File: src/sv/bnv_pkg.sv
// Shared types, constants and arithmetic helpers of the BGRA to NV12 converter.
// No dependencies; every other file but bnv_line_ram imports this package.

package bnv_pkg;

    // Frame geometry limits and derived widths
    localparam int MAX_WIDTH   = 4096;
    localparam int MAX_HEIGHT  = 4096;
    localparam int COL_W       = $clog2(MAX_WIDTH);
    localparam int ROW_W       = $clog2(MAX_HEIGHT);
    localparam int LINE_DEPTH  = MAX_WIDTH / 2;
    localparam int SLOT_W      = $clog2(LINE_DEPTH);

    // Configuration port
    localparam int CFG_W       = 13;
    localparam int CFG_ADDR_W  = 1;
    localparam int CMP_W       = CFG_W + 1;
    localparam logic [CFG_W-1:0] FRAME_WIDTH_RST  = CFG_W'(640);
    localparam logic [CFG_W-1:0] FRAME_HEIGHT_RST = CFG_W'(480);

    typedef enum logic [CFG_ADDR_W-1:0] {
        REG_FRAME_WIDTH,
        REG_FRAME_HEIGHT
    } cfg_reg_t;

    // Stream payload widths
    localparam int IN_DATA_W   = 24;
    localparam int OUT_DATA_W  = 16;
    localparam int OUT_USER_W  = 2;

    // Chroma line store: U sum in the low lane, V sum in the high lane
    localparam int LANE_W      = 9;
    localparam int LINE_W      = 2 * LANE_W;

    // Result kinds carried in tuser bit 0
    localparam logic KIND_LUMA   = 1'b0;
    localparam logic KIND_CHROMA = 1'b1;

    // BT.601 limited-range coefficients
    localparam logic signed [17:0] COEF_YR = 18'sd66;
    localparam logic signed [17:0] COEF_YG = 18'sd129;
    localparam logic signed [17:0] COEF_YB = 18'sd25;
    localparam logic signed [17:0] COEF_UR = -18'sd38;
    localparam logic signed [17:0] COEF_UG = -18'sd74;
    localparam logic signed [17:0] COEF_UB = 18'sd112;
    localparam logic signed [17:0] COEF_VR = 18'sd112;
    localparam logic signed [17:0] COEF_VG = -18'sd94;
    localparam logic signed [17:0] COEF_VB = -18'sd18;
    localparam logic signed [17:0] ROUND_HALF  = 18'sd128;
    localparam logic signed [10:0] LUMA_BASE   = 11'sd16;
    localparam logic signed [10:0] CHROMA_BASE = 11'sd128;

    // Per-pixel position flags that travel with the pixel
    typedef struct packed {
        logic              odd_col;
        logic              odd_row;
        logic              frame_end;
        logic [SLOT_W-1:0] slot;
    } pix_ctl_t;

    // Effective frame size: low bit dropped, clamped to 2..maxv
    function automatic logic [CMP_W-1:0] eff_size(input logic [CFG_W-1:0] reg_val,
                                                  input int maxv);
        logic [CMP_W-1:0] v;
        v = {1'b0, reg_val[CFG_W-1:1], 1'b0};
        if (v < CMP_W'(2))
            v = CMP_W'(2);
        if (v > CMP_W'(maxv))
            v = CMP_W'(maxv);
        return v;
    endfunction

    // floor((x + 128) / 256) + base, clamped to a byte
    function automatic logic [7:0] scale_add(input logic signed [17:0] x,
                                             input logic signed [10:0] base);
        logic signed [17:0] t;
        logic signed [10:0] q;
        t = x + ROUND_HALF;
        q = 11'(t >>> 8);
        q = q + base;
        if (q < 11'sd0)
            return 8'd0;
        else if (q > 11'sd255)
            return 8'd255;
        else
            return q[7:0];
    endfunction

endpackage

File: src/sv/bnv_csc.sv
// Color space conversion: BT.601 limited-range Y, U and V of one pixel from
// its blue, green and red bytes, by constant multiplies. Depends on bnv_pkg.

module bnv_csc (
    input  logic [bnv_pkg::IN_DATA_W-1:0] pix,
    output logic [7:0]                    luma,
    output logic [7:0]                    cb,
    output logic [7:0]                    cr
);

    import bnv_pkg::*;

    logic signed [17:0] bs;
    logic signed [17:0] gs;
    logic signed [17:0] rs;
    logic signed [17:0] y_sum;
    logic signed [17:0] u_sum;
    logic signed [17:0] v_sum;

    // Components widened to signed operands
    assign bs = signed'({10'd0, pix[7:0]});
    assign gs = signed'({10'd0, pix[15:8]});
    assign rs = signed'({10'd0, pix[23:16]});

    // Weighted sums
    assign y_sum = COEF_YR * rs + COEF_YG * gs + COEF_YB * bs;
    assign u_sum = COEF_UR * rs + COEF_UG * gs + COEF_UB * bs;
    assign v_sum = COEF_VR * rs + COEF_VG * gs + COEF_VB * bs;

    // Round, offset and clamp
    assign luma = scale_add(y_sum, LUMA_BASE);
    assign cb   = scale_add(u_sum, CHROMA_BASE);
    assign cr   = scale_add(v_sum, CHROMA_BASE);

endmodule

File: config.mk
export PLATFORM = sky130hd
export DESIGN_NAME = bnv_csc
export DESIGN_NICKNAME = d
export VERILOG_FILES = /design/src/sv/bnv_pkg.sv /design/src/sv/bnv_csc.sv
export SDC_FILE = /design/constraint.sdc
export NUM_CORES = 1
export LEC_CHECK = 0
export BUFFER_PORTS_ARGS = -buffer_cell sky130_fd_sc_hd__buf_2
export CORE_AREA = 10 10 189 191
export DETAILED_ROUTE_END_ITERATION = 10
export DIE_AREA = 0 0 199 201
export SLEW_MARGIN = 5
export SYNTH_ARGS = -nofsm -noshare
export SYNTH_HDL_FRONTEND = slang
export SYNTH_SLANG_ARGS = --single-unit
File: constraint.sdc
create_clock -name vclk -period 12.35
set_clock_uncertainty 0.2 [all_clocks]
set_input_delay 1.235 -clock vclk [all_inputs]
set_output_delay 1.235 -clock vclk [all_outputs]
set_load 0.01 [all_outputs]
==> impl_metrics.yaml, run 1 <==
die:
  core_sq_mm: 0.0320
  dieWidth_um: 199
  start_util_pct: 29.4
  io_pins: 48
  die_y_um: 201
  die_area_sq_mm: 0.0400
  core.rowCount: 66
sta:
  rsz0062_at_grt: "false"
  min_period_over_period_pct: 80.0
  min_period_ns: 9.88
  tightest_slew_ns: 0.510
  slew_headroom_pct: 66.0
  setup_viol: 0
  finalHoldViolCount: 0
  finalMaxSlewViolations: 0
  layout_setup_ws_ns: 2.47
  tns_ns: 0
  max_freq_ghz: 0.101
finish:
  area_delta_synth_final_pct: 7.92
  drive_above_1_share_pct: 7.06
  diodes: 0
  fin_nets: 1507
  layout_common_cells: "ha_1, inv_1, fa_1, a21oi_1"
  final_common_cell: "ha_1"
  seq_cells: 0
  ff_latch_area_sq_um: 0
  nClkBuffers: 0
  final_core_util_pct: 31.7
setup_path:
  cp-start-kind: "input pin"
  worstSetupPathType: "input pin to output port"
  crit_fanout: 8
  arrival_ns: 8.45
  cp.required_ns: 10.91
  end_kind: "output port"
  crit_slowest_cell: "fa_1"
  critPathMaxStageDelay_ns: 0.53
yosys:
  synth_nets: 1458
  syn_area_sq_mm: 0.00942
  syn_area_per_cell_sq_um: 9.14
  ys_types: 66
  yosysWarningCount: 0
  synth_seq_area_share_pct: 0
  netlist_instances: 1030
grt:
  grt_antenna_before_repair: 0
  grtUsageTotal_pct: 11.0
  grt_max_degree: 13
  grt_pass1_wl_um: 36300
  overflow: 0
  grt_pass1_vias: 7333
outcome:
  status: "finished, final reports clean"
routing:
  drtPass1Iterations: 4
  drtIter0Drc: 201
  routedWlPerCell_um: 14.8
  via_per_inst: 4.69
  wl_um: 21900
  ant_nets: 0
  drc: 0
  vias: 6965
min_path:
  hold_end: "luma[6]"
  worst_hold_path_type: "input pin to output port"
  min_from: "pix[15]"
  hold_path_depth: 5
placed_design:
  pre_cts_slack_ns: 2.54
  gp_congestion: 0.854
  io_buffers: 48
  place_hpwl_um: 19900
cts:
  post_cts_buffers: 0
  holdBufCountCts: 0
  cts_resized: 0
run:
  drv_cap: 0
==> stage by stage <==
step / instance area [sq um] / hold slack (ns) / cells
3_5_place_dp: 10200 / 3.13 / 1485
6_report: 10200 / 3.11 / 1485
5_1_grt: 10200 / 3.20 / 1485
4_1_cts: 10200 / 3.13 / 1485
2_1_floorplan: 9420 / 2.74 / 1030
3_3_place_gp: 10200 / 3.13 / 1485
==> per-layer routing <==
layer	vias up	global-route usage [%]	wire length [um]
met2	48	20.1	10900
met1	3363	14.8	10500
met4	0	0.572	127
met5	-	0	0
li1	3546	-	-
met3	8	0.117	374
==> how the worst max path moves through the flow <==
stage	start	endpoint	depth (start not counted)
global placement	pix[10]	cb[1]	34
CTS	pix[10]	cb[1]	34
floorplan	pix[10]	cb[1]	32
detailed placement	pix[10]	cb[1]	34
global route	pix[10]	cb[1]	34
finish	pix[10]	cb[1]	34
==> worst max-delay path: cells and delay by family <==
kind            cells  cell delay [ns]
buf+inv             8             0.73
xor+xnor            2             0.28
fa+ha+maj           9             3.22
compound gates     10             2.26
simple gates        5             0.72
==> cells in the mapped netlist (all sizes together) (4+ instances only) <==
cell / n / area [sq um]
a211oi: 6 / 55.1
a21o: 17 / 128
a21oi: 73 / 380
a31oi: 8 / 50.1
and2: 4 / 25.0
and3: 5 / 31.3
fa: 108 / 2160
ha: 296 / 3700
inv: 236 / 886
nand2: 16 / 62.6
nand2b: 9 / 56.3
nand3: 16 / 80.1
nor2: 33 / 126
nor2b: 11 / 68.8
nor3: 10 / 50.1
o211ai: 4 / 35.0
o21ai: 26 / 141
o21bai: 17 / 139
xnor2: 48 / 420
xor2: 30 / 278
==> layout make-up <==
type	instances	area, sq um
fillers	3353	21900
inverters	236	886
multi-input cells	793	8530
well taps	408	510
repair buffers	48	240
==> cell families (layout without fill, tap and decap cells) <==
| kind of cell | count (synthesis) | in the layout | synth area share (%) |
|---|---|---|---|
| buf+inv | 237 | 284 | 9.46 |
| mux | 3 | 3 | 0.452 |
| fa+ha+maj | 404 | 404 | 62.3 |
| xor+xnor | 78 | 78 | 7.41 |
| simple gates | 125 | 125 | 6.94 |
| compound gates | 183 | 183 | 13.5 |
Power of run 1 is left out: the tool's default activity adds up to more than one toggle a clock period on the data nets, which glitch-free logic cannot reach.
==> inputs of run 2 (changes only) <==
Clock period 12.35 ns to 9.2 ns, I/O delays scaled along.
==> run 2 against run 1 <==
  * Non-clock buffer count grew 21
  * Count of clock-buffer cells in the layout unchanged
  * Global-route usage is 0.13 points higher
  * Critical path type unchanged
==> impl_metrics.yaml, run 2 (synthesized netlist as in run 1, its figures left out) <==
outcome:
  status: "finished, final reports clean"
routing:
  drc: 0
  ant_nets: 0
  drtIter0Drc: 150
  routedWlPerCell_um: 14.6
  drtPass1Iterations: 4
  vias: 6920
  wl_um: 22100
  via_per_inst: 4.59
setup_path:
  cp-start-kind: "input pin"
  critPathMaxStageDelay_ns: 0.55
  crit_fanout: 5
  crit_slowest_cell: "fa_1"
  path_common_cell: "ha_1"
  arrival_ns: 7.75
  end_kind: "output port"
  worstSetupPathType: "input pin to output port"
  cp.required_ns: 8.08
grt:
  grt_antenna_before_repair: 2
  grtUsageTotal_pct: 11.2
  grt_pass1_vias: 7214
  grt_pass1_wl_um: 36600
  overflow: 0
  grt_max_degree: 13
die:
  io_pins: 48
  dieWidth_um: 199
  core_sq_mm: 0.0320
  die_y_um: 201
  core.rowCount: 66
  die_area_sq_mm: 0.0400
  start_util_pct: 29.4
placed_design:
  place_hpwl_um: 20000
  io_buffers: 48
  gp_congestion: 0.851
  dpl.cell_count: 1500
run:
  drv_cap: 0
finish:
  multi_input_area_sq_mm: 0.00869
  nClkBuffers: 0
  fin_cells: 1507
  drive_above_1_share_pct: 11.5
  final_common_cell: "ha_1"
  fin_nets: 1528
  final_core_util_pct: 32.8
  seq_cells: 0
  area_delta_synth_final_pct: 11.4
  ff_latch_area_sq_um: 0
  layout_common_cells: "ha_1, inv_1, fa_1, a21oi_1, xnor2_1"
  fillers: 3346
cts:
  holdBufCountCts: 0
sta:
  tns_ns: 0
  setup_viol: 0
  tightest_slew_ns: 0.530
  min_period_over_period_pct: 96.4
  finalHoldViolCount: 0
  slew_headroom_pct: 64.5
  min_period_ns: 8.87
  finalMaxSlewViolations: 0
  max_freq_ghz: 0.113
min_path:
  worst_hold_path_type: "input pin to output port"
run 2: changes by cell type in the layout (fill, tap and decap cells not counted), sizes merged:
cell	delta
clkbuf	+2
diode	+1
buf	+19
run 2: area by class of cell:
| class | count | share of cell area [%] |
|---|---|---|
| diodes | 1 | 0.0238 |
| inverters | 236 | 8.44 |
| multi-input cells | 793 | 82.8 |
| well taps | 408 | 4.86 |
| repair buffers | 69 | 3.84 |
run 2: worst max-delay path: cells and delay by family:
family / cells / cell delay, ns
and+or+nand+nor: 3 / 0.63
adders and majority gates: 9 / 3.14
AOI/OAI and AO/OA: 12 / 2.39
buffers and inverters: 5 / 0.47
xor gates and xnor gates: 2 / 0.22
run 2: path summary, 6_finish.rpt:
path,slack [ns],endpoint,start,cells past startpoint
max,0.33,cb[1],pix[17],31
min,2.51,luma[6],pix[15],5
run 2: what timing repair did:
action / 4_1_cts / 5_1_grt
setup buffers: 0 / 6
setup endpoints to repair: 0 / 9
resized for setup: 0 / 38
run 2: metrics by stage:
| step | hold slack [ns] | worst slack (ns) | instance area [sq um] |
|---|---|---|---|
| floorplan | 2.11 | 0.836 | 9420 |
| global placement | 2.49 | 0.266 | 10300 |
| detailed placement | 2.51 | 0.120 | 10300 |
| CTS | 2.51 | 0.0962 | 10300 |
| global route | 2.57 | -0.0589 | 10500 |
| finish | 2.51 | 0.334 | 10500 |
run 2: per-layer routing:
metal / part of all wire [%] / wire, um / global-route usage [%]
met5: 0.032 / 7 / 0
met3: 3.1 / 680 / 0.805
met2: 48 / 10500 / 19.2
met1: 48 / 10700 / 15.4
met4: 0.82 / 180 / 0.927
Power of run 2 is left out for the same reason.
