$ cat src/sv/bnv_pkg.sv
// Shared types, constants and arithmetic helpers of the BGRA to NV12 converter.
// No dependencies; every other file but bnv_line_ram imports this package.

package bnv_pkg;

    // Frame geometry limits and derived widths
    localparam int MAX_WIDTH   = 4096;
    localparam int MAX_HEIGHT  = 4096;
    localparam int COL_W       = $clog2(MAX_WIDTH);
    localparam int ROW_W       = $clog2(MAX_HEIGHT);
    localparam int LINE_DEPTH  = MAX_WIDTH / 2;
    localparam int SLOT_W      = $clog2(LINE_DEPTH);

    // Configuration port
    localparam int CFG_W       = 13;
    localparam int CFG_ADDR_W  = 1;
    localparam int CMP_W       = CFG_W + 1;
    localparam logic [CFG_W-1:0] FRAME_WIDTH_RST  = CFG_W'(640);
    localparam logic [CFG_W-1:0] FRAME_HEIGHT_RST = CFG_W'(480);

    typedef enum logic [CFG_ADDR_W-1:0] {
        REG_FRAME_WIDTH,
        REG_FRAME_HEIGHT
    } cfg_reg_t;

    // Stream payload widths
    localparam int IN_DATA_W   = 24;
    localparam int OUT_DATA_W  = 16;
    localparam int OUT_USER_W  = 2;

    // Chroma line store: U sum in the low lane, V sum in the high lane
    localparam int LANE_W      = 9;
    localparam int LINE_W      = 2 * LANE_W;

    // Result kinds carried in tuser bit 0
    localparam logic KIND_LUMA   = 1'b0;
    localparam logic KIND_CHROMA = 1'b1;

    // BT.601 limited-range coefficients
    localparam logic signed [17:0] COEF_YR = 18'sd66;
    localparam logic signed [17:0] COEF_YG = 18'sd129;
    localparam logic signed [17:0] COEF_YB = 18'sd25;
    localparam logic signed [17:0] COEF_UR = -18'sd38;
    localparam logic signed [17:0] COEF_UG = -18'sd74;
    localparam logic signed [17:0] COEF_UB = 18'sd112;
    localparam logic signed [17:0] COEF_VR = 18'sd112;
    localparam logic signed [17:0] COEF_VG = -18'sd94;
    localparam logic signed [17:0] COEF_VB = -18'sd18;
    localparam logic signed [17:0] ROUND_HALF  = 18'sd128;
    localparam logic signed [10:0] LUMA_BASE   = 11'sd16;
    localparam logic signed [10:0] CHROMA_BASE = 11'sd128;

    // Per-pixel position flags that travel with the pixel
    typedef struct packed {
        logic              odd_col;
        logic              odd_row;
        logic              frame_end;
        logic [SLOT_W-1:0] slot;
    } pix_ctl_t;

    // Effective frame size: low bit dropped, clamped to 2..maxv
    function automatic logic [CMP_W-1:0] eff_size(input logic [CFG_W-1:0] reg_val,
                                                  input int maxv);
        logic [CMP_W-1:0] v;
        v = {1'b0, reg_val[CFG_W-1:1], 1'b0};
        if (v < CMP_W'(2))
            v = CMP_W'(2);
        if (v > CMP_W'(maxv))
            v = CMP_W'(maxv);
        return v;
    endfunction

    // floor((x + 128) / 256) + base, clamped to a byte
    function automatic logic [7:0] scale_add(input logic signed [17:0] x,
                                             input logic signed [10:0] base);
        logic signed [17:0] t;
        logic signed [10:0] q;
        t = x + ROUND_HALF;
        q = 11'(t >>> 8);
        q = q + base;
        if (q < 11'sd0)
            return 8'd0;
        else if (q > 11'sd255)
            return 8'd255;
        else
            return q[7:0];
    endfunction

endpackage

$ cat src/sv/bnv_input_stage.sv
// Input stage: configuration registers, raster position tracking and the
// first pipeline register of the pixel. Depends on bnv_pkg.

module bnv_input_stage (
    input  logic                          clk,
    input  logic                          rst_n,
    input  logic                          cfg_wr_en,
    input  logic [bnv_pkg::CFG_ADDR_W-1:0] cfg_addr,
    input  logic [bnv_pkg::CFG_W-1:0]     cfg_wdata,
    input  logic                          s_tvalid,
    output logic                          s_tready,
    input  logic [bnv_pkg::IN_DATA_W-1:0] s_tdata,
    input  logic                          s1_adv,
    output logic                          s1_valid,
    output logic [bnv_pkg::IN_DATA_W-1:0] s1_pix,
    output bnv_pkg::pix_ctl_t             s1_ctl
);

    import bnv_pkg::*;

    logic [CFG_W-1:0]     frame_width_reg;
    logic [CFG_W-1:0]     frame_height_reg;
    logic [COL_W-1:0]     col_reg;
    logic [ROW_W-1:0]     row_reg;
    logic [COL_W-1:0]     col_next;
    logic [ROW_W-1:0]     row_next;
    logic                 s1_valid_reg;
    logic [IN_DATA_W-1:0] s1_pix_reg;
    pix_ctl_t             s1_ctl_reg;
    pix_ctl_t             ctl_next;

    logic [CMP_W-1:0] eff_w;
    logic [CMP_W-1:0] eff_h;
    logic [CMP_W-1:0] col_inc;
    logic [CMP_W-1:0] row_inc;
    logic             row_end;
    logic             frame_end;
    logic             accept;

    // Configuration writes
    always_ff @(posedge clk or negedge rst_n)
    begin
        if (!rst_n)
        begin
            frame_width_reg  <= FRAME_WIDTH_RST;
            frame_height_reg <= FRAME_HEIGHT_RST;
        end
        else if (cfg_wr_en)
        begin
            unique case (cfg_reg_t'(cfg_addr))
                REG_FRAME_WIDTH:  frame_width_reg  <= cfg_wdata;
                REG_FRAME_HEIGHT: frame_height_reg <= cfg_wdata;
                default: ;
            endcase
        end
    end

    // Row and frame end detection for the pixel being accepted
    always_comb
    begin
        eff_w     = eff_size(frame_width_reg, MAX_WIDTH);
        eff_h     = eff_size(frame_height_reg, MAX_HEIGHT);
        col_inc   = CMP_W'(col_reg) + CMP_W'(1);
        row_inc   = CMP_W'(row_reg) + CMP_W'(1);
        row_end   = (col_inc >= eff_w);
        frame_end = row_end && (row_inc >= eff_h);

        if (row_end)
        begin
            col_next = '0;
            row_next = frame_end ? '0 : row_inc[ROW_W-1:0];
        end
        else
        begin
            col_next = col_inc[COL_W-1:0];
            row_next = row_reg;
        end

        ctl_next.odd_col   = col_reg[0];
        ctl_next.odd_row   = row_reg[0];
        ctl_next.frame_end = frame_end;
        ctl_next.slot      = col_reg[COL_W-1:1];
    end

    assign s_tready = !s1_valid_reg || s1_adv;
    assign accept   = s_tvalid && s_tready;

    // Position counters and stage 1 valid
    always_ff @(posedge clk or negedge rst_n)
    begin
        if (!rst_n)
        begin
            col_reg      <= '0;
            row_reg      <= '0;
            s1_valid_reg <= 1'b0;
        end
        else
        begin
            if (accept)
            begin
                col_reg <= col_next;
                row_reg <= row_next;
            end
            if (accept)
                s1_valid_reg <= 1'b1;
            else if (s1_adv)
                s1_valid_reg <= 1'b0;
        end
    end

    // Stage 1 payload
    always_ff @(posedge clk)
    begin
        if (accept)
        begin
            s1_pix_reg <= s_tdata;
            s1_ctl_reg <= ctl_next;
        end
    end

    assign s1_valid = s1_valid_reg;
    assign s1_pix   = s1_pix_reg;
    assign s1_ctl   = s1_ctl_reg;

endmodule

$ cat config.mk
export PLATFORM = sky130hd
export DESIGN_NAME = bnv_input_stage
export DESIGN_NICKNAME = d
export VERILOG_FILES = /design/src/sv/bnv_pkg.sv /design/src/sv/bnv_input_stage.sv
export SDC_FILE = /design/constraint.sdc
export NUM_CORES = 1
export LEC_CHECK = 0
export BUFFER_PORTS_ARGS = -buffer_cell sky130_fd_sc_hd__buf_2
export CAP_MARGIN = 30
export CORE_UTILIZATION = 55
export DETAILED_ROUTE_END_ITERATION = 8
export PLACE_DENSITY = 0.92
export SLEW_MARGIN = 15
export SYNTH_ARGS = -nofsm -noshare
export SYNTH_HDL_FRONTEND = slang
export SYNTH_SLANG_ARGS = --single-unit
$ cat constraint.sdc
create_clock -name clk -period 4.15 [get_ports clk]
set_input_delay 0.6225 -clock clk [delete_from_list [all_inputs] [get_ports clk]]
set_output_delay 0.6225 -clock clk [all_outputs]
set_load 0.01 [all_outputs]
==> results of run 1 <==
layout make-up:
type                            count  area [um2]
Fill cell                         543        2360
Clock buffer                       13         181
Inverter                            6        22.5
Tap cell                           99         124
Sequential cell                    87        2370
Timing Repair Buffer               85         448
Clock inverter                      3        47.5
Multi-Input combinational cell    241        1740
critical path: cells and delay by family, from the launching register on:
kind,cells,cell delay [ns]
adders and majority gates,1,0.27
buffers and inverters,1,0.22
and+or+nand+nor,5,1.03
xor gates and xnor gates,1,0.21
DFF,1,0.52
AOI/OAI and AO/OA,3,0.95
stage by stage:
stage	power [mW]	instance area (um2)	cells	util
2_1_floorplan	1.46	4190	345	-
3_3_place_gp	1.57	4680	516	0.642
3_5_place_dp	1.61	4700	517	0.644
4_1_cts	2.25	4930	533	0.676
5_1_grt	2.37	4930	534	0.677
6_report	2.24	4930	534	0.677
logic make-up (layout without fill, tap and decap cells):
logic type / after synthesis / in the layout / synth area share
simple gates: 119 / 119 / 0.135
flops: 87 / 87 / 0.566
compound gates: 52 / 52 / 0.0952
fa+ha+maj: 26 / 26 / 0.0776
mux: 24 / 24 / 0.0645
xor+xnor: 20 / 20 / 0.0418
buf+inv: 17 / 107 / 0.0194
worst paths after layout:
check                                         from                              end  slack [ns]  cells past startpoint
setup / recovery            col_reg[4]$_DFFE_PN0P_           row_reg[7]$_DFFE_PN0P_        0.82                     11
hold / removal                               rst_n             s1_valid$_DFFE_PN0P_        0.21                      1
setup reg to reg            col_reg[4]$_DFFE_PN0P_           row_reg[7]$_DFFE_PN0P_        0.82                     11
hold reg to reg            col_reg[11]$_DFFE_PN0P_             s1_ctl[10]$_DFFE_PP_        0.53                      0
max in group asynchronous                    rst_n  frame_height_reg[6]$_DFFE_PN1P_        3.34                      2
min in group clk                        s_tdata[4]              s1_pix[4]$_DFFE_PP_        0.43                      1
synthesized netlist by cell type (4+ instances only):
cell and instances:
a21o_1 4, a21oi_1 7, a22o_1 6, clkbuf_1 7, dfrtp_1 43, dfstp_2 6, edfxtp_1 38, ha_1 26
inv_1 6, mux2_2 24, nand2_1 56, nand2b_1 5, nand3_1 15, nor2_1 15, nor4_1 4, o21ai_0 11
o21bai_1 4, xnor2_1 11, xor2_1 9
layer usage:
layer / wire [um] / share of wire / up-vias
met5: 0 / 0 / -
met4: 87 / 0.011 / 0
met3: 428 / 0.052 / 9
met2: 4230 / 0.51 / 100
met1: 3480 / 0.42 / 1430
li1: - / - / 1423
power by group through the flow:
stage	clock (mW)	combinational (mW)	sequential [mW]
after floorplan	0	0.336	1.12
after global placement	0	0.444	1.13
after detailed placement	0	0.475	1.14
after CTS	0.651	0.479	1.12
after global routing	0.684	0.545	1.14
final	0.639	0.476	1.12
==> metrics.yaml, run 1 <==
total_switching_power_mw: 0.648
route.detailed.vias_per_inst: 5.55
detail_route.drc_violations: 0
slew_violations: 0
grt_start_max_net_pins: 51
power.leakage_nw: 2.25
final-setup-viol-count: 0
fin_nets: 499
final.setup.worst_slack_ns: 0.819
worst-setup-path-type: "reg -> reg"
max_fanout_on_critical_path: 12
postRouteWirelength_um: 8230
slowest_delay_ns: 0.52
route.vias.total: 2962
syn-mean-instance-area_um2: 12.2
postCtsHoldBufs: 0
final_period_minus_worst_setup_slack_ns: 3.33
final_hold_viol_count: 0
combinational_power_share: 0.213
cts.reportedPaths.clkPinSlew_ns: 0.08
layout.cells.most_common: "buf_2"
netlist.area_leader.share: 0.272
critPathRequiredTime_ns: 4.40
synth_edf_count: 38
arrival_ns: 3.58
boundaryPins: 83
critical_path.most_common_cell: "a221o_1"
clock_buffer_depth: 2
swShare: 0.290
globalRoute.totalOverflow: 0
drt_iter0_markers: 95
post_drt_wl_per_cell_um: 15.4
cts.sink_count: 87
run_status: "completed"
die_w_um: 89.3
synthArstFlopShare: 0.563
netlist.top_cell.by_area: "edfxtp_1"
layout.cells.most_common_list: "buf_2, nand2_1, dfrtp_1"
max_clock_freq_ghz: 0.300
met1_track_usage_gr: 0.271
final_min_period_over_clock_period: 0.803
cp_slowest_cell: "dfrtp_1"
netlist_top_cells_area: "edfxtp_1, dfrtp_1, ha_1"
fin_worst_skew_ns: 0.00903
grt_pass1_wl_um: 13100
peakVddDrop_mv: 0.212
synth.yosys.seq_area_share: 0.566
dp_slack_ns: 0.862
track_usage: 0.221
max_slew.worst_pin.slew_ns: 0.596
timing.hold.worst.class: "in -> async"
finalWeightedCongestion: 0.832
antenna_violating_nets_post_route: 0
intPower_mw: 1.59
port_buffers: 81
globalRouteMet2Util: 0.384
p_seq_frac: 0.502
synth_cells: 345
critPathCaptureType: "flop"
tritoncts.num_buffers: 9
design.die.area_um2: 7980
areaGrowthSynthToFinish_pct: 17.7
ctsResizeCount: 0
antenna_found_initial: 0
timing.critical_path.from_type: "flop"
dp.final_hpwl_um: 6160
cts_root_buf: "clkbuf_8"
ys_ff_latch: 87
row_count: 31
worst_skew_pair.late_latency_ns: 0.36
antenna_cells_inserted: 0
power_frac_clock: 0.286
htree_num_levels: 3
number_of_global_route_vias_before_repair: 2911
number_of_warnings_reported_in_the_yosys_synthesis_log: 0
global_route.usage.met3: 0.0563
largest_reg_flops: 24
cellPowerDensity_nw_per_um2: 453
firstDrtPassIters: 5
yosys.cell_types.count: 47
crit_chain: "and4_1 > nand3_1 > or2_2 > xnor2_1 > ha_1 > and3_1 > a221o_1 > o31ai_4 > buf_4 > nor2_2 > a221o_1"
layout_cell_share_with_drive_strength_beyond_1: 0.322
cts_tree: "done"
floorplan.initialDensity: 0.575
die_h_um: 89.3
postSynthNetCount: 414
top_ff_cell_synth: "dfrtp_1"
max_slew_margin: 0.603
cts_post_setup_buffers_inserted: 0
maxCapViolCount: 0
timing.hold.ws_ns: 0.211
rsz_0062_raised_after_global_routing: "no"
area_of_the_mapped_netlist_um2: 4190
busiest_layer_in_global_routing: "met2"
final.setup.tns_ns: 0
core_region_area_um2: 7290
Note: power is estimated with default switching activity, not from simulation.
==> inputs of run 2 (changes only) <==
--- a/config.mk
+++ b/config.mk
@@ -7,9 +7,9 @@
 export LEC_CHECK = 0
 export BUFFER_PORTS_ARGS = -buffer_cell sky130_fd_sc_hd__buf_2
 export CAP_MARGIN = 30
-export CORE_UTILIZATION = 55
+export CORE_UTILIZATION = 50
 export DETAILED_ROUTE_END_ITERATION = 8
-export PLACE_DENSITY = 0.92
+export PLACE_DENSITY = 0.88
 export SLEW_MARGIN = 15
 export SYNTH_ARGS = -nofsm -noshare
 export SYNTH_HDL_FRONTEND = slang
==> constraint.sdc (replaced) <==
create_clock -name clk -period 2.75 [get_ports clk]
set_input_delay 0.4125 -clock clk [delete_from_list [all_inputs] [get_ports clk]]
set_output_delay 0.4125 -clock clk [all_outputs]
set_load 0.01 [all_outputs]
==> run 2 against run 1 <==
Effect of this change: the run now ends with setup timing left; largest power group unchanged; critical path depth unchanged; via count grew 9.2%; register-to-register slack lost 0.93 ns; hold slack improved by 0.012 ns; clock skew rose by 0.0026 ns; non-clock buffer count increased by 45; wire length increased by 19%; total power is 64% higher; global-route usage increased by 0.15 points; maximum frequency increased by 16%; largest cell class unchanged.
==> metrics.yaml, run 2 (same netlist as run 1, synthesis figures left out) <==
max_clock_freq_ghz: 0.349  # was 0.300 GHz
floorplan.initialDensity: 0.513  # was 0.575
detail_route.drc_violations: 0  # unchanged
core_region_area_um2: 8180  # was 7290 um2
cts_root_buf: "clkbuf_8"  # unchanged
antenna_found_initial: 0  # unchanged
grt_start_max_net_pins: 41  # was 51
layout.cells.most_common_list: "buf_2, nand2_1, dfrtp_1, buf_4, edfxtp_1"  # was buf_2, nand2_1, dfrtp_1
track_usage: 0.223  # was 0.221
reg2reg_from: "col_reg[4]$_DFFE_PN0P_"  # unchanged
dp_slack_ns: -0.139  # was 0.862 ns
design.die.area_um2: 8760  # was 7980 um2
worst-setup-path-type: "reg -> reg"  # unchanged
met1_track_usage_gr: 0.266  # was 0.271
global_route.usage.met3: 0.0382  # was 0.0563
dp.final_hpwl_um: 6860  # was 6160 um
worstHoldEndpoint: "s1_pix[19]$_DFFE_PP_"
power_mw: 3.68  # was 2.24 mW
final_min_period_over_clock_period: 1.04  # was 0.803
peakVddDrop_mv: 0.350  # was 0.212 mV
finalWeightedCongestion: 0.829  # was 0.832
critPathCaptureType: "flop"  # unchanged
cellPowerDensity_nw_per_um2: 664  # was 453 nW/um2
reg2regPathDepth: 11  # unchanged
maxCapViolCount: 0  # unchanged
final-setup-viol-count: 17  # was 0
cts.sink_count: 87  # unchanged
rsz_0062_raised_after_global_routing: "yes"  # was no
route.vias.total: 3234  # was 2962
globalRoute.totalOverflow: 0  # unchanged
max_fanout_on_critical_path: 8  # was 12
run_status: "finished with violations"  # was completed
die_w_um: 93.6  # was 89.3 um
row_count: 33  # was 31
port_buffers: 81  # unchanged
areaGrowthSynthToFinish_pct: 32.2  # was 17.7%
failing_checks: "setup timing"
largest_reg_flops: 24  # unchanged
hold-path-cell-count: 1
htree_num_levels: 3  # unchanged
die_h_um: 93.6  # was 89.3 um
arrival_ns: 3.11  # was 3.58 ns
max_slew_margin: 0.641  # was 0.603
antenna_violating_nets_post_route: 0  # unchanged
layout_cell_share_with_drive_strength_beyond_1: 0.462  # was 0.322
fin_nets: 545  # was 499
cts.reportedPaths.clkPinSlew_ns: 0.09  # was 0.08 ns
post_drt_wl_per_cell_um: 16.8  # was 15.4 um
utilization: 0.678  # was 0.677
number_of_global_route_vias_before_repair: 3135  # was 2911
route.detailed.vias_per_inst: 5.52  # was 5.55
reg2reg_setup_slack_ns: -0.11  # was 0.82 ns
postRouteWirelength_um: 9820  # was 8230 um
reg2reg_to: "row_reg[7]$_DFFE_PN0P_"  # unchanged
globalRouteMet2Util: 0.401  # was 0.384
layout.cells.most_common: "buf_2"  # unchanged
critPathRequiredTime_ns: 3.00  # was 4.40 ns
hold_start: "s_tdata[19]"
placed_cells_incl_taps: 559  # was 517
grt_pass1_wl_um: 14800  # was 13100 um
tritoncts.num_buffers: 9  # unchanged
slew_violations: 0  # unchanged
final-instance-count-excl-fill: 586  # was 534
timing.critical_path.from_type: "flop"  # unchanged
worst_skew_pair.late_latency_ns: 0.36  # about the same
antenna_cells_inserted: 0  # unchanged
drt_iter0_markers: 190  # was 95
max_slew.worst_pin.slew_ns: 0.537  # was 0.596 ns
power.leakage_nw: 2.52  # was 2.25 nW
timing.hold.worst.class: "in -> reg"  # was in -> async
final_hold_viol_count: 0  # unchanged
fin_worst_skew_ns: 0.0116  # was 0.00903 ns
busiest_layer_in_global_routing: "met2"  # unchanged
final.setup.worst_slack_ns: -0.112  # was 0.819 ns
firstDrtPassIters: 4  # was 5
cts_tree: "done"  # unchanged
final_period_minus_worst_setup_slack_ns: 2.86  # was 3.33 ns
clock_buffer_depth: 2  # unchanged
boundaryPins: 83  # unchanged
[run 2: cell count changes in the layout (fill, tap and decap cells not counted), moves of 3 or more]
| cell | previous run | this run |
|---|---|---|
| nand3_1 | 15 | 7 |
| nand3_2 | 0 | 6 |
| ha_1 | 26 | 23 |
| o21ai_0 | 11 | 4 |
| buf_6 | 0 | 4 |
| o21ai_2 | 0 | 8 |
| buf_4 | 3 | 41 |
| nor2_4 | 0 | 3 |
| inv_6 | 0 | 4 |
| xnor2_1 | 11 | 8 |
| nor2_1 | 15 | 12 |
[run 2: per-stage QoR]
step / hold WS, ns / area [um2] / TNS, ns
global route: 0.208 / 5540 / -2.81
detailed placement: 0.389 / 5010 / -1.44
floorplan: 0.117 / 4220 / -0.180
global placement: 0.513 / 4990 / -0.106
finish: 0.223 / 5540 / -0.855
CTS: 0.212 / 5330 / -0.832
[run 2: cell type report]
class | count | area (um2)
clock buffers | 10 | 128
clock inverters | 6 | 73.8
well taps | 105 | 131
repair buffers | 130 | 813
inverters | 6 | 22.5
fillers | 568 | 2630
multi-input cells | 242 | 2000
flip-flops and latches | 87 | 2380
[run 2: repair_timing]
action,4_1_cts,5_1_grt
gates cloned,1,1
setup endpoints to repair,24,25
endpoints found under the hold margin,8,0
hold buffers,1,0
resized for setup,23,32
pin swaps,15,15
setup buffers,3,5
[run 2: worst max-delay path by stage]
stage / startpoint / end / slack (ns) / depth (start not counted)
3_3_place_gp: col_reg[0]$_DFFE_PN0P_ / s1_ctl[11]$_DFFE_PP_ / -0.05 / 9
2_1_floorplan: col_reg[4]$_DFFE_PN0P_ / s1_ctl[11]$_DFFE_PP_ / -0.13 / 11
5_1_grt: row_reg[0]$_DFFE_PN0P_ / row_reg[10]$_DFFE_PN0P_ / -0.21 / 13
4_1_cts: col_reg[4]$_DFFE_PN0P_ / row_reg[7]$_DFFE_PN0P_ / -0.1 / 10
6_report: col_reg[4]$_DFFE_PN0P_ / row_reg[7]$_DFFE_PN0P_ / -0.11 / 11
3_5_place_dp: col_reg[6]$_DFFE_PN0P_ / col_reg[5]$_DFFE_PN0P_ / -0.14 / 10
[run 2: power breakdown]
group          internal, mW  switching (mW)  leakage [nW]
Combinational         0.539           0.579          1.45
Sequential             1.54           0.113         0.969
Clock                 0.435           0.471         0.102
[run 2: routing by layer]
metal	up-vias	wire, um
li1	1514	-
met1	1581	3980
met2	123	5130
met3	16	550
met4	0	154
met5	-	0
[run 2: critical path, cell delays in order (launching register included)]
cell and delay, ns:
dfrtp_1 0.38, and4_4 0.26, nand3_4 0.10, or2_4 0.27, xnor2_4 0.17, ha_4 0.23
and3_4 0.15, a221o_1 0.42, o31ai_4 0.25, buf_6 0.16, nor2_4 0.06, a221o_1 0.30
