$ cat src/sv/bnv_pkg.sv
// Shared types, constants and arithmetic helpers of the BGRA to NV12 converter.
// No dependencies; every other file but bnv_line_ram imports this package.

package bnv_pkg;

    // Frame geometry limits and derived widths
    localparam int MAX_WIDTH   = 4096;
    localparam int MAX_HEIGHT  = 4096;
    localparam int COL_W       = $clog2(MAX_WIDTH);
    localparam int ROW_W       = $clog2(MAX_HEIGHT);
    localparam int LINE_DEPTH  = MAX_WIDTH / 2;
    localparam int SLOT_W      = $clog2(LINE_DEPTH);

    // Configuration port
    localparam int CFG_W       = 13;
    localparam int CFG_ADDR_W  = 1;
    localparam int CMP_W       = CFG_W + 1;
    localparam logic [CFG_W-1:0] FRAME_WIDTH_RST  = CFG_W'(640);
    localparam logic [CFG_W-1:0] FRAME_HEIGHT_RST = CFG_W'(480);

    typedef enum logic [CFG_ADDR_W-1:0] {
        REG_FRAME_WIDTH,
        REG_FRAME_HEIGHT
    } cfg_reg_t;

    // Stream payload widths
    localparam int IN_DATA_W   = 24;
    localparam int OUT_DATA_W  = 16;
    localparam int OUT_USER_W  = 2;

    // Chroma line store: U sum in the low lane, V sum in the high lane
    localparam int LANE_W      = 9;
    localparam int LINE_W      = 2 * LANE_W;

    // Result kinds carried in tuser bit 0
    localparam logic KIND_LUMA   = 1'b0;
    localparam logic KIND_CHROMA = 1'b1;

    // BT.601 limited-range coefficients
    localparam logic signed [17:0] COEF_YR = 18'sd66;
    localparam logic signed [17:0] COEF_YG = 18'sd129;
    localparam logic signed [17:0] COEF_YB = 18'sd25;
    localparam logic signed [17:0] COEF_UR = -18'sd38;
    localparam logic signed [17:0] COEF_UG = -18'sd74;
    localparam logic signed [17:0] COEF_UB = 18'sd112;
    localparam logic signed [17:0] COEF_VR = 18'sd112;
    localparam logic signed [17:0] COEF_VG = -18'sd94;
    localparam logic signed [17:0] COEF_VB = -18'sd18;
    localparam logic signed [17:0] ROUND_HALF  = 18'sd128;
    localparam logic signed [10:0] LUMA_BASE   = 11'sd16;
    localparam logic signed [10:0] CHROMA_BASE = 11'sd128;

    // Per-pixel position flags that travel with the pixel
    typedef struct packed {
        logic              odd_col;
        logic              odd_row;
        logic              frame_end;
        logic [SLOT_W-1:0] slot;
    } pix_ctl_t;

    // Effective frame size: low bit dropped, clamped to 2..maxv
    function automatic logic [CMP_W-1:0] eff_size(input logic [CFG_W-1:0] reg_val,
                                                  input int maxv);
        logic [CMP_W-1:0] v;
        v = {1'b0, reg_val[CFG_W-1:1], 1'b0};
        if (v < CMP_W'(2))
            v = CMP_W'(2);
        if (v > CMP_W'(maxv))
            v = CMP_W'(maxv);
        return v;
    endfunction

    // floor((x + 128) / 256) + base, clamped to a byte
    function automatic logic [7:0] scale_add(input logic signed [17:0] x,
                                             input logic signed [10:0] base);
        logic signed [17:0] t;
        logic signed [10:0] q;
        t = x + ROUND_HALF;
        q = 11'(t >>> 8);
        q = q + base;
        if (q < 11'sd0)
            return 8'd0;
        else if (q > 11'sd255)
            return 8'd255;
        else
            return q[7:0];
    endfunction

endpackage

$ cat src/sv/bnv_chroma_out.sv
// Second pipeline stage and output register: chroma pair accumulation against
// the line store and sequencing of one or two results per pixel. Depends on bnv_pkg.

module bnv_chroma_out (
    input  logic                             clk,
    input  logic                             rst_n,
    input  logic                             s1_valid,
    input  bnv_pkg::pix_ctl_t                s1_ctl,
    input  logic [7:0]                       s1_luma,
    input  logic [7:0]                       s1_cb,
    input  logic [7:0]                       s1_cr,
    output logic                             s1_adv,
    input  logic [bnv_pkg::LINE_W-1:0]       line_rd_data,
    output logic                             line_wr_en,
    output logic [bnv_pkg::SLOT_W-1:0]       line_wr_addr,
    output logic [bnv_pkg::LINE_W-1:0]       line_wr_data,
    output logic                             m_tvalid,
    input  logic                             m_tready,
    output logic [bnv_pkg::OUT_DATA_W-1:0]   m_tdata,
    output logic                             m_tlast,
    output logic [bnv_pkg::OUT_USER_W-1:0]   m_tuser
);

    import bnv_pkg::*;

    logic                  s2_valid_reg;
    pix_ctl_t              s2_ctl_reg;
    logic [7:0]            s2_y_reg;
    logic [7:0]            s2_u_reg;
    logic [7:0]            s2_v_reg;
    logic                  phase_reg;
    logic [7:0]            held_u_reg;
    logic [7:0]            held_v_reg;
    logic                  out_valid_reg;
    logic [OUT_DATA_W-1:0] out_data_reg;
    logic                  out_last_reg;
    logic [OUT_USER_W-1:0] out_user_reg;

    logic                  two_results;
    logic                  out_free;
    logic                  emit;
    logic                  done;
    logic                  s2_free;
    logic [9:0]            sum_u;
    logic [9:0]            sum_v;
    logic [LANE_W-1:0]     pair_u;
    logic [LANE_W-1:0]     pair_v;
    logic [OUT_DATA_W-1:0] res_data;
    logic                  res_last;
    logic [OUT_USER_W-1:0] res_user;

    // Flow control: a pixel on an odd row and odd column needs two output slots
    assign two_results = s2_ctl_reg.odd_col && s2_ctl_reg.odd_row;
    assign out_free    = !out_valid_reg || m_tready;
    assign emit        = s2_valid_reg && out_free;
    assign done        = emit && (!two_results || phase_reg);
    assign s2_free     = !s2_valid_reg || done;
    assign s1_adv      = s1_valid && s2_free;

    // 2x2 block average; the line entry was read as the pixel entered this stage.
    // The entry read on an odd row was written at least two pixels earlier, so
    // the write has always landed before the read.
    assign sum_u = 10'(line_rd_data[LANE_W-1:0]) + 10'(held_u_reg) + 10'(s2_u_reg) + 10'd2;
    assign sum_v = 10'(line_rd_data[LINE_W-1:LANE_W]) + 10'(held_v_reg) + 10'(s2_v_reg)
                 + 10'd2;

    // Even-row pair sums for the line store
    assign pair_u = LANE_W'(held_u_reg) + LANE_W'(s2_u_reg);
    assign pair_v = LANE_W'(held_v_reg) + LANE_W'(s2_v_reg);

    assign line_wr_en   = done && s2_ctl_reg.odd_col && !s2_ctl_reg.odd_row;
    assign line_wr_addr = s2_ctl_reg.slot;
    assign line_wr_data = {pair_v, pair_u};

    // Result selection: luma first, then the chroma pair
    always_comb
    begin
        if (phase_reg)
        begin
            res_data = {sum_v[9:2], sum_u[9:2]};
            res_last = 1'b1;
            res_user = {s2_ctl_reg.frame_end, KIND_CHROMA};
        end
        else
        begin
            res_data = {8'd0, s2_y_reg};
            res_last = !two_results;
            res_user = {s2_ctl_reg.frame_end && !two_results, KIND_LUMA};
        end
    end

    // Stage 2 control and held chroma of the even column
    always_ff @(posedge clk or negedge rst_n)
    begin
        if (!rst_n)
        begin
            s2_valid_reg <= 1'b0;
            phase_reg    <= 1'b0;
            held_u_reg   <= '0;
            held_v_reg   <= '0;
        end
        else
        begin
            if (s1_adv)
                s2_valid_reg <= 1'b1;
            else if (done)
                s2_valid_reg <= 1'b0;

            if (done)
                phase_reg <= 1'b0;
            else if (emit && two_results)
                phase_reg <= 1'b1;

            if (done && !s2_ctl_reg.odd_col)
            begin
                held_u_reg <= s2_u_reg;
                held_v_reg <= s2_v_reg;
            end
        end
    end

    // Stage 2 payload
    always_ff @(posedge clk)
    begin
        if (s1_adv)
        begin
            s2_ctl_reg <= s1_ctl;
            s2_y_reg   <= s1_luma;
            s2_u_reg   <= s1_cb;
            s2_v_reg   <= s1_cr;
        end
    end

    // Output register
    always_ff @(posedge clk or negedge rst_n)
    begin
        if (!rst_n)
        begin
            out_valid_reg <= 1'b0;
        end
        else if (out_free)
        begin
            out_valid_reg <= emit;
        end
    end

    always_ff @(posedge clk)
    begin
        if (emit)
        begin
            out_data_reg <= res_data;
            out_last_reg <= res_last;
            out_user_reg <= res_user;
        end
    end

    assign m_tvalid = out_valid_reg;
    assign m_tdata  = out_data_reg;
    assign m_tlast  = out_last_reg;
    assign m_tuser  = out_user_reg;

endmodule

$ cat config.mk
export PLATFORM = sky130hd
export DESIGN_NAME = bnv_chroma_out
export DESIGN_NICKNAME = d
export VERILOG_FILES = /design/src/sv/bnv_pkg.sv /design/src/sv/bnv_chroma_out.sv
export SDC_FILE = /design/constraint.sdc
export NUM_CORES = 1
export LEC_CHECK = 0
export CORE_ASPECT_RATIO = 1.25
export CORE_MARGIN = 2
export CORE_UTILIZATION = 45
export CTS_CLUSTER_SIZE = 25
export DETAILED_ROUTE_END_ITERATION = 8
export DONT_BUFFER_PORTS = 1
export PLACE_DENSITY = 0.58
export SLEW_MARGIN = 40
export SYNTH_ARGS = -nofsm -noshare
export SYNTH_HDL_FRONTEND = slang
export SYNTH_SLANG_ARGS = --single-unit
$ cat constraint.sdc
create_clock -name clk -period 3.2 [get_ports clk]
set_input_delay 0.64 -clock clk [delete_from_list [all_inputs] [get_ports clk]]
set_output_delay 0.64 -clock clk [all_outputs]
set_load 0.01 [all_outputs]
==> Implementation_results.wiki, run 1 <==
{| class="wikitable"
! Metric !! Value
|-
| Part of the cycle the worst path needs || 91.8%
|-
| Area of the placeable core || 0.00908 mm²
|-
| Sequential fraction of the synthesis area || 52.5%
|-
| Max cap viols || 0
|-
| Number of antenna diodes || 0
|-
| Startpoint class of the critical path || flip-flop
|-
| Dominant synthesized flop cell || edfxtp_1
|-
| Sequential Power Share || 36.9%
|-
| WP data required || 2.56 ns
|-
| Layout cells sized above 1 || 14.8%
|-
| Number of buffers on the longest clock path || 2
|-
| Post-placement worst setup slack || 0.339 ns
|-
| Number of core rows || 39
|-
| Layout filler cell count || 809
|-
| Port buffer count || 0
|-
| EDFF count, synth || 57
|-
| Nets@finish || 429
|-
| Width of the die || 90.1 µm
|-
| Proportion of power drawn by the clock network || roughly 27%
|-
| Flip-flop count of the largest register, all copies and words added || 16
|-
| Post-cts sizing count || 0
|-
| FF-to-FF Start || s2_u_reg[2]$_DFFE_PP_
|-
| Worst reg2reg setup slack || 0.56 ns
|-
| Depth of the worst register-to-register path || 7
|-
| Final count of negative-setup-slack endpoints || 0
|-
| Num CTS Buffers || 9
|-
| Final standard cell count with taps included and fillers excluded || roughly 450
|-
| GP Congestion || 0.735
|-
| Net switching component of the power || 0.00131 W
|-
| Post-Syn Area per Cell || 13.1 µm²
|-
| Final period demand of the worst path || 2.94 ns
|-
| Fmax || 340 MHz
|-
| Maximum level of the CTS H-tree || 3
|-
| Number of unique standard cell types used by synthesis || 48
|-
| Die Height || 112 µm
|-
| Global router's overall resource usage || between 10% and 20%
|-
| Placement-stage cell area || 0.00426 mm²
|-
| Internal portion of total power || approximately 0.0025 W
|-
| Number of synthesized register bits || 76
|-
| Critical Setup Path Class || flip-flop to output port
|-
| Total negative setup slack || 0 ns
|-
| Routed wire per std cell || 17.5 µm
|-
| Initial antenna violation count || 0
|-
| Largest vdd supply drop || between 0.3 and 0.4 mV
|-
| Count of hold-fix buffers inserted at cts || 1
|-
| Total clock sinks || 76
|-
| Critical path endpoint category || output port
|-
| Source-to-sink clock delay at the later pin of the worst-skew pair || 0.33 ns
|-
| Placed Cells incl. Taps || 430
|-
| Number of instances in the synthesized netlist || 317
|-
| Total gr overflow || 0
|-
| Post-synthesis instance area || 0.00417 mm²
|-
| Drt first-iter violations || 66
|-
| Relative slew slack || roughly 66%
|-
| Remaining antenna violation count after routing || 0
|-
| # Post-CTS Setup Buffers || 0
|-
| Unrepaired setup endpoints after global routing || no
|-
| Terminus of the critical flop-to-flop path || m_tdata[6]$_DFFE_PP_
|-
| Number of nets produced by synthesis || 427
|-
| Fraction of power spent switching nets || 34.7%
|-
| Starting density of the core || 45.9%
|-
| Vias after detailed routing || approximately 2400
|-
| Worst-path clk slew || ~0.060 ns
|-
| Arrival time at the worst endpoint || 2.30 ns
|-
| Global-route wire length before repair || roughly 13000 µm
|-
| Final slew viol count || 0
|-
| Die Outline Area || 0.0100 mm²
|-
| Ratio of total power to cell area || 829 mW/mm²
|-
| HPWL reported at the end of detailed placement || 5780 µm
|-
| Pin slew with the least headroom to its limit || roughly 0.51 ns
|-
| Post-route worst setup slack || approximately 0.26 ns
|-
| Via count of the first global-routing pass || 2564
|-
| Hold Path Class || input port to async pin
|-
| Most common cell after layout, fill and taps aside || edfxtp_1
|-
| Layout overhead on the synthesized area || 9.73%
|-
| Standby leakage power || 1.80 nW
|-
| Final Routed Wirelength || a little under 8000 µm
|-
| Relative contribution of combinational cells to total power || 35.7%
|-
| Critical path fanouts, max || 3
|-
| Status || complete, no violations
|-
| First drt pass iteration count || 4
|-
| Io pins || 111
|-
| Post-route standard cell area excluding fillers || 0.00457 mm²
|-
| Detailed-route vias per instance || 5.36
|-
| Pin count of the biggest net entering global routing || 39
|-
| TritonCTS clock tree || built
|-
| Syn. warnings || 0
|-
| Post-Route Skew || 0.00496 ns
|-
| Number of remaining DRC errors || 0
|-
| Share of flip-flops with an asynchronous set or reset || roughly 25%
|-
| Leading cell types in the layout, fill and taps excluded || 57 x edfxtp_1, 35 x ha_1, 22 x inv_1
|-
| Count of endpoints failing hold in the final timing report || 0
|-
| Clock Tree Root || clkbuf_16
|}
[synthesized netlist by cell type, types with 3 or more instances]
cell	number	share of area, %
dfrtp_1	19	11
ha_1	35	11
nor2b_1	5	0.75
a21oi_1	17	2.0
buf_4	11	2.0
edfxtp_1	57	41
a31oi_1	3	0.45
nand2b_1	4	0.60
xor2_1	8	1.7
mux2_2	17	4.6
inv_1	23	2.1
o21bai_1	4	0.72
a211oi_1	3	0.54
nor3_1	9	1.1
xnor2_1	11	2.3
o21ai_0	11	1.3
and3_1	3	0.45
nand2_1	11	0.99
nand3_1	6	0.72
a21o_1	4	0.72
fa_1	15	7.2
and2_1	4	0.60
nor2_1	8	0.72
[per-stage QoR]
stage | utilization, % | total power (W) | hold WS (ns)
final | 50.4 | 0.00379 | 0.272
after global placement | 46.9 | 0.00275 | 0.345
after CTS | 50.4 | 0.00384 | 0.386
after global routing | 50.4 | 0.00408 | 0.303
after floorplan | - | 0.00251 | 0.344
after detailed placement | 46.9 | 0.00277 | 0.345
[worst max-delay path, stage by stage (launching register included)]
cell	delay, ns
edfxtp_1	0.38
ha_1	0.19
inv_1	0.06
fa_1	0.41
nor2b_1	0.14
o21ai_0	0.12
a21oi_1	0.24
a211oi_1	0.08
nor3_1	0.35
[how the worst max path moves through the flow]
stage                               start                    to  slack, ns  depth (start not counted)
finish              s2_v_reg[0]$_DFFE_PP_      line_wr_data[17]       0.26                          8
detailed placement        line_rd_data[0]  m_tdata[6]$_DFFE_PP_       0.34                          7
floorplan                 line_rd_data[5]  m_tdata[6]$_DFFE_PP_       0.49                          7
global route        s2_v_reg[0]$_DFFE_PP_      line_wr_data[17]       0.04                          8
global placement          line_rd_data[0]  m_tdata[6]$_DFFE_PP_       0.37                          7
CTS                 s2_v_reg[0]$_DFFE_PP_      line_wr_data[17]       0.26                          8
[power by group through the flow]
stage | clock network (W) | registers, W | logic, W
after global routing | 0.00111 | 0.00142 | 0.00155
after global placement | 0 | 0.00142 | 0.00133
after CTS | 0.00107 | 0.00140 | 0.00137
after floorplan | 0 | 0.00138 | 0.00113
final | 0.00104 | 0.00140 | 0.00135
after detailed placement | 0 | 0.00142 | 0.00135
[final cells by class]
cell class                 instances  area [µm²]  share of cell area (%)
inverter                          23        86.3                    1.89
clock inverter                     6        71.3                    1.56
tap                              123         154                    3.37
sequential                        76        2190                    47.9
timing repair buffer               5        35.0                   0.766
multi-input combinational        204        1800                    39.3
clock buffer                      10         239                    5.23
[logic make-up (layout without fill, tap and decap cells)]
logic type	count (synthesis)	count (layout)	synth area share, %
compound gates	57	57	8.95
xor+xnor	19	19	4.00
fa+ha+maj	50	50	17.7
buf+inv	37	44	4.36
flops	76	76	52.5
mux	18	18	4.96
simple gates	60	60	7.51
[per-layer routing]
metal  track usage (%)  wire length (µm)
met1              19.5              3390
met2              27.7              3810
met3              6.09               501
met4              5.95               117
met5                 0                 0
(Power assumes the default switching activity.)
==> inputs of run 2 (changes only) <==
--- a/config.mk
+++ b/config.mk
@@ -5,7 +5,6 @@
 export SDC_FILE = /design/constraint.sdc
 export NUM_CORES = 1
 export LEC_CHECK = 0
-export CORE_ASPECT_RATIO = 1.25
 export CORE_MARGIN = 2
 export CORE_UTILIZATION = 45
 export CTS_CLUSTER_SIZE = 25
==> Implementation_results.wiki, run 2 (same netlist as run 1, synthesis figures left out) <==
{| class="wikitable"
! Metric !! Value
|-
| Drt first-iter violations || 85 (+29%)
|-
| Critical Setup Path Class || flip-flop to output port
|-
| Pin slew with the least headroom to its limit || 0.697 ns (+0.183 ns)
|-
| Final period demand of the worst path || 2.93 ns (-0.00320 ns)
|-
| Most common cell after layout, fill and taps aside || edfxtp_1
|-
| Critical path endpoint category || output port
|-
| Number of remaining DRC errors || 0 (unchanged)
|-
| Final Routed Wirelength || 8020 µm (+2.5%)
|-
| HPWL reported at the end of detailed placement || 5890 µm (+1.9%)
|-
| Num CTS Buffers || 9 (unchanged)
|-
| Post-Route Skew || 0.0113 ns (+0.00638 ns)
|-
| Maximum level of the CTS H-tree || 3 (unchanged)
|-
| Met3 track demand over resource || 5.01% (-1.1 points)
|-
| Startpoint class of the critical path || flip-flop
|-
| Via count of the first global-routing pass || 2363 (-7.8%)
|-
| Width of the die || 100 µm (+11%)
|-
| Port buffer count || 0 (unchanged)
|-
| Status || complete, no violations
|-
| Hold Path Class || input port to async pin
|-
| Initial antenna violation count || 0 (unchanged)
|-
| Unrepaired setup endpoints after global routing || no
|-
| Starting density of the core || 45.7% (-0.16 points)
|-
| Worst-path clk slew || 0.09 ns (+0.03 ns)
|-
| Source-to-sink clock delay at the later pin of the worst-skew pair || 0.35 ns (+0.02 ns)
|-
| Layout overhead on the synthesized area || 7.06%
|-
| Critical path fanouts, max || 3 (unchanged)
|-
| Area of the placeable core || 0.00911 mm² (+0.36%)
|-
| Die Outline Area || 0.0100 mm² (about the same)
|-
| Routed wire per std cell || 18.4 µm (+5.3%)
|-
| Layout cells sized above 1 || 14.2% (-0.62 points)
|-
| Nets@finish || 429 (unchanged)
|-
| Fmax || 341 MHz (+0.11%)
|-
| Number of buffers on the longest clock path || 2 (unchanged)
|-
| Max cap viols || 0 (unchanged)
|-
| GP Congestion || 0.802 (+9.2%)
|-
| Relative slew slack || 53.5% (-12 points)
|-
| Io pins || 111 (unchanged)
|-
| Detailed-route vias per instance || 5.48 (+2.2%)
|-
| Count of endpoints failing hold in the final timing report || 0 (unchanged)
|-
| FF-to-FF Start || s2_u_reg[5]$_DFFE_PP_
|-
| TritonCTS clock tree || built
|-
| Crit path from || s2_u_reg[0]$_DFFE_PP_
|-
| Total gr overflow || 0 (unchanged)
|-
| First drt pass iteration count || 4 (unchanged)
|-
| Clock Tree Root || clkbuf_8
|-
| WP data required || 2.56 ns (about the same)
|-
| Pin count of the biggest net entering global routing || 20 (-49%)
|-
| GRT met1 Usage || 23.7% (+4.1 points)
|-
| Largest vdd supply drop || 0.321 mV (-12%)
|-
| Final slew viol count || 0 (unchanged)
|-
| Global router's overall resource usage || 16.7% (+0.19 points)
|-
| Global-route wire length before repair || 12500 µm (-1.4%)
|-
| Number of core rows || 35 (-10%)
|-
| Vias after detailed routing || 2384 (-0.50%)
|-
| Leading cell types in the layout, fill and taps excluded || 57 x edfxtp_1, 35 x ha_1, 23 x inv_1
|-
| Number of antenna diodes || 0 (unchanged)
|-
| Final count of negative-setup-slack endpoints || 0 (unchanged)
|-
| Remaining antenna violation count after routing || 0 (unchanged)
|-
| Die Height || 100 µm (-10%)
|-
| Standby leakage power || 1.76 nW (-2.3%)
|-
| Met2 track demand over resource in global routing || 23.9% (-3.8 points)
|-
| Layout filler cell count || 801 (-0.99%)
|-
| Power, Total || 0.00357 W (-5.9%)
|-
| Total clock sinks || 76 (unchanged)
|-
| Arrival time at the worst endpoint || 2.29 ns (about the same)
|-
| Peak-usage layer in the global routing report || met2
|-
| Flip-flop count of the largest register, all copies and words added || 16 (unchanged)
|-
| Part of the cycle the worst path needs || 91.7% (-0.10 points)
|-
| Total negative setup slack || 0 ns (unchanged)
|-
| # Post-CTS Setup Buffers || 0 (unchanged)
|-
| Ratio of total power to cell area || 800 mW/mm² (-3.5%)
|}
[run 2: stage by stage]
stage	hold slack (ns)	setup slack (ns)	cell area [µm²]	std cells	utilization, %
after floorplan	0.344	0.492	4170	317	-
after CTS	0.356	0.141	4460	435	49.0
after detailed placement	0.345	0.323	4240	418	46.6
after global routing	0.267	0.0757	4460	435	49.0
final	0.256	0.266	4460	435	49.0
after global placement	0.345	0.413	4240	418	46.6
[run 2: area by class of cell]
| type | count | area (µm²) | area share [%] |
|---|---|---|---|
| Timing Repair Buffer | 5 | 35.0 | 0.786 |
| Inverter | 23 | 86.3 | 1.94 |
| Tap cell | 111 | 139 | 3.11 |
| Clock buffer | 11 | 131 | 2.95 |
| Multi-Input combinational cell | 204 | 1800 | 40.4 |
| Clock inverter | 5 | 77.6 | 1.74 |
| Sequential cell | 76 | 2190 | 49.0 |
[run 2: critical path, cell delays in order, from the launching register on]
cell and delay, ns:
edfxtp_1 0.45, ha_1 0.27, inv_1 0.08, fa_1 0.22, nor2b_1 0.06, o21ai_0 0.16, nand2b_1 0.13, a311oi_1 0.34
xnor2_1 0.23
[run 2: routing by layer]
layer	part of all wire (%)	vias up	wire [µm]
met5	0	-	0
met2	44	81	3550
met4	1.5	0	118
met1	49	1143	3890
li1	-	1149	-
met3	5.7	11	458
[run 2: final timing paths]
kind,endpoint,cells after the start,slack [ns]
max,line_wr_data[6],8,0.27
min,held_u_reg[0]$_DFFE_PN0P_,1,0.26
max reg2reg,m_tdata[6]$_DFFE_PP_,7,0.49
min reg2reg,m_tvalid$_DFFE_PN0N_,1,0.52
max in group asynchronous,held_v_reg[7]$_DFFE_PN0P_,1,2.58
min in group clk,line_wr_addr[9]$_DFFE_PP_,0,0.38
[run 2: where the power goes]
group	switching (W)	internal (W)	total (W)
Clock	0.000357	0.000438	0.000795
Combinational	0.000779	0.000592	0.00137
Sequential	0.000147	0.00125	0.00140
[run 2: repair_timing]
action | in CTS | in global routing
endpoints found under the setup margin | 0 | 1
hold buffers | 1 | 0
gates resized for setup | 0 | 1
endpoints found under the hold margin | 19 | 0
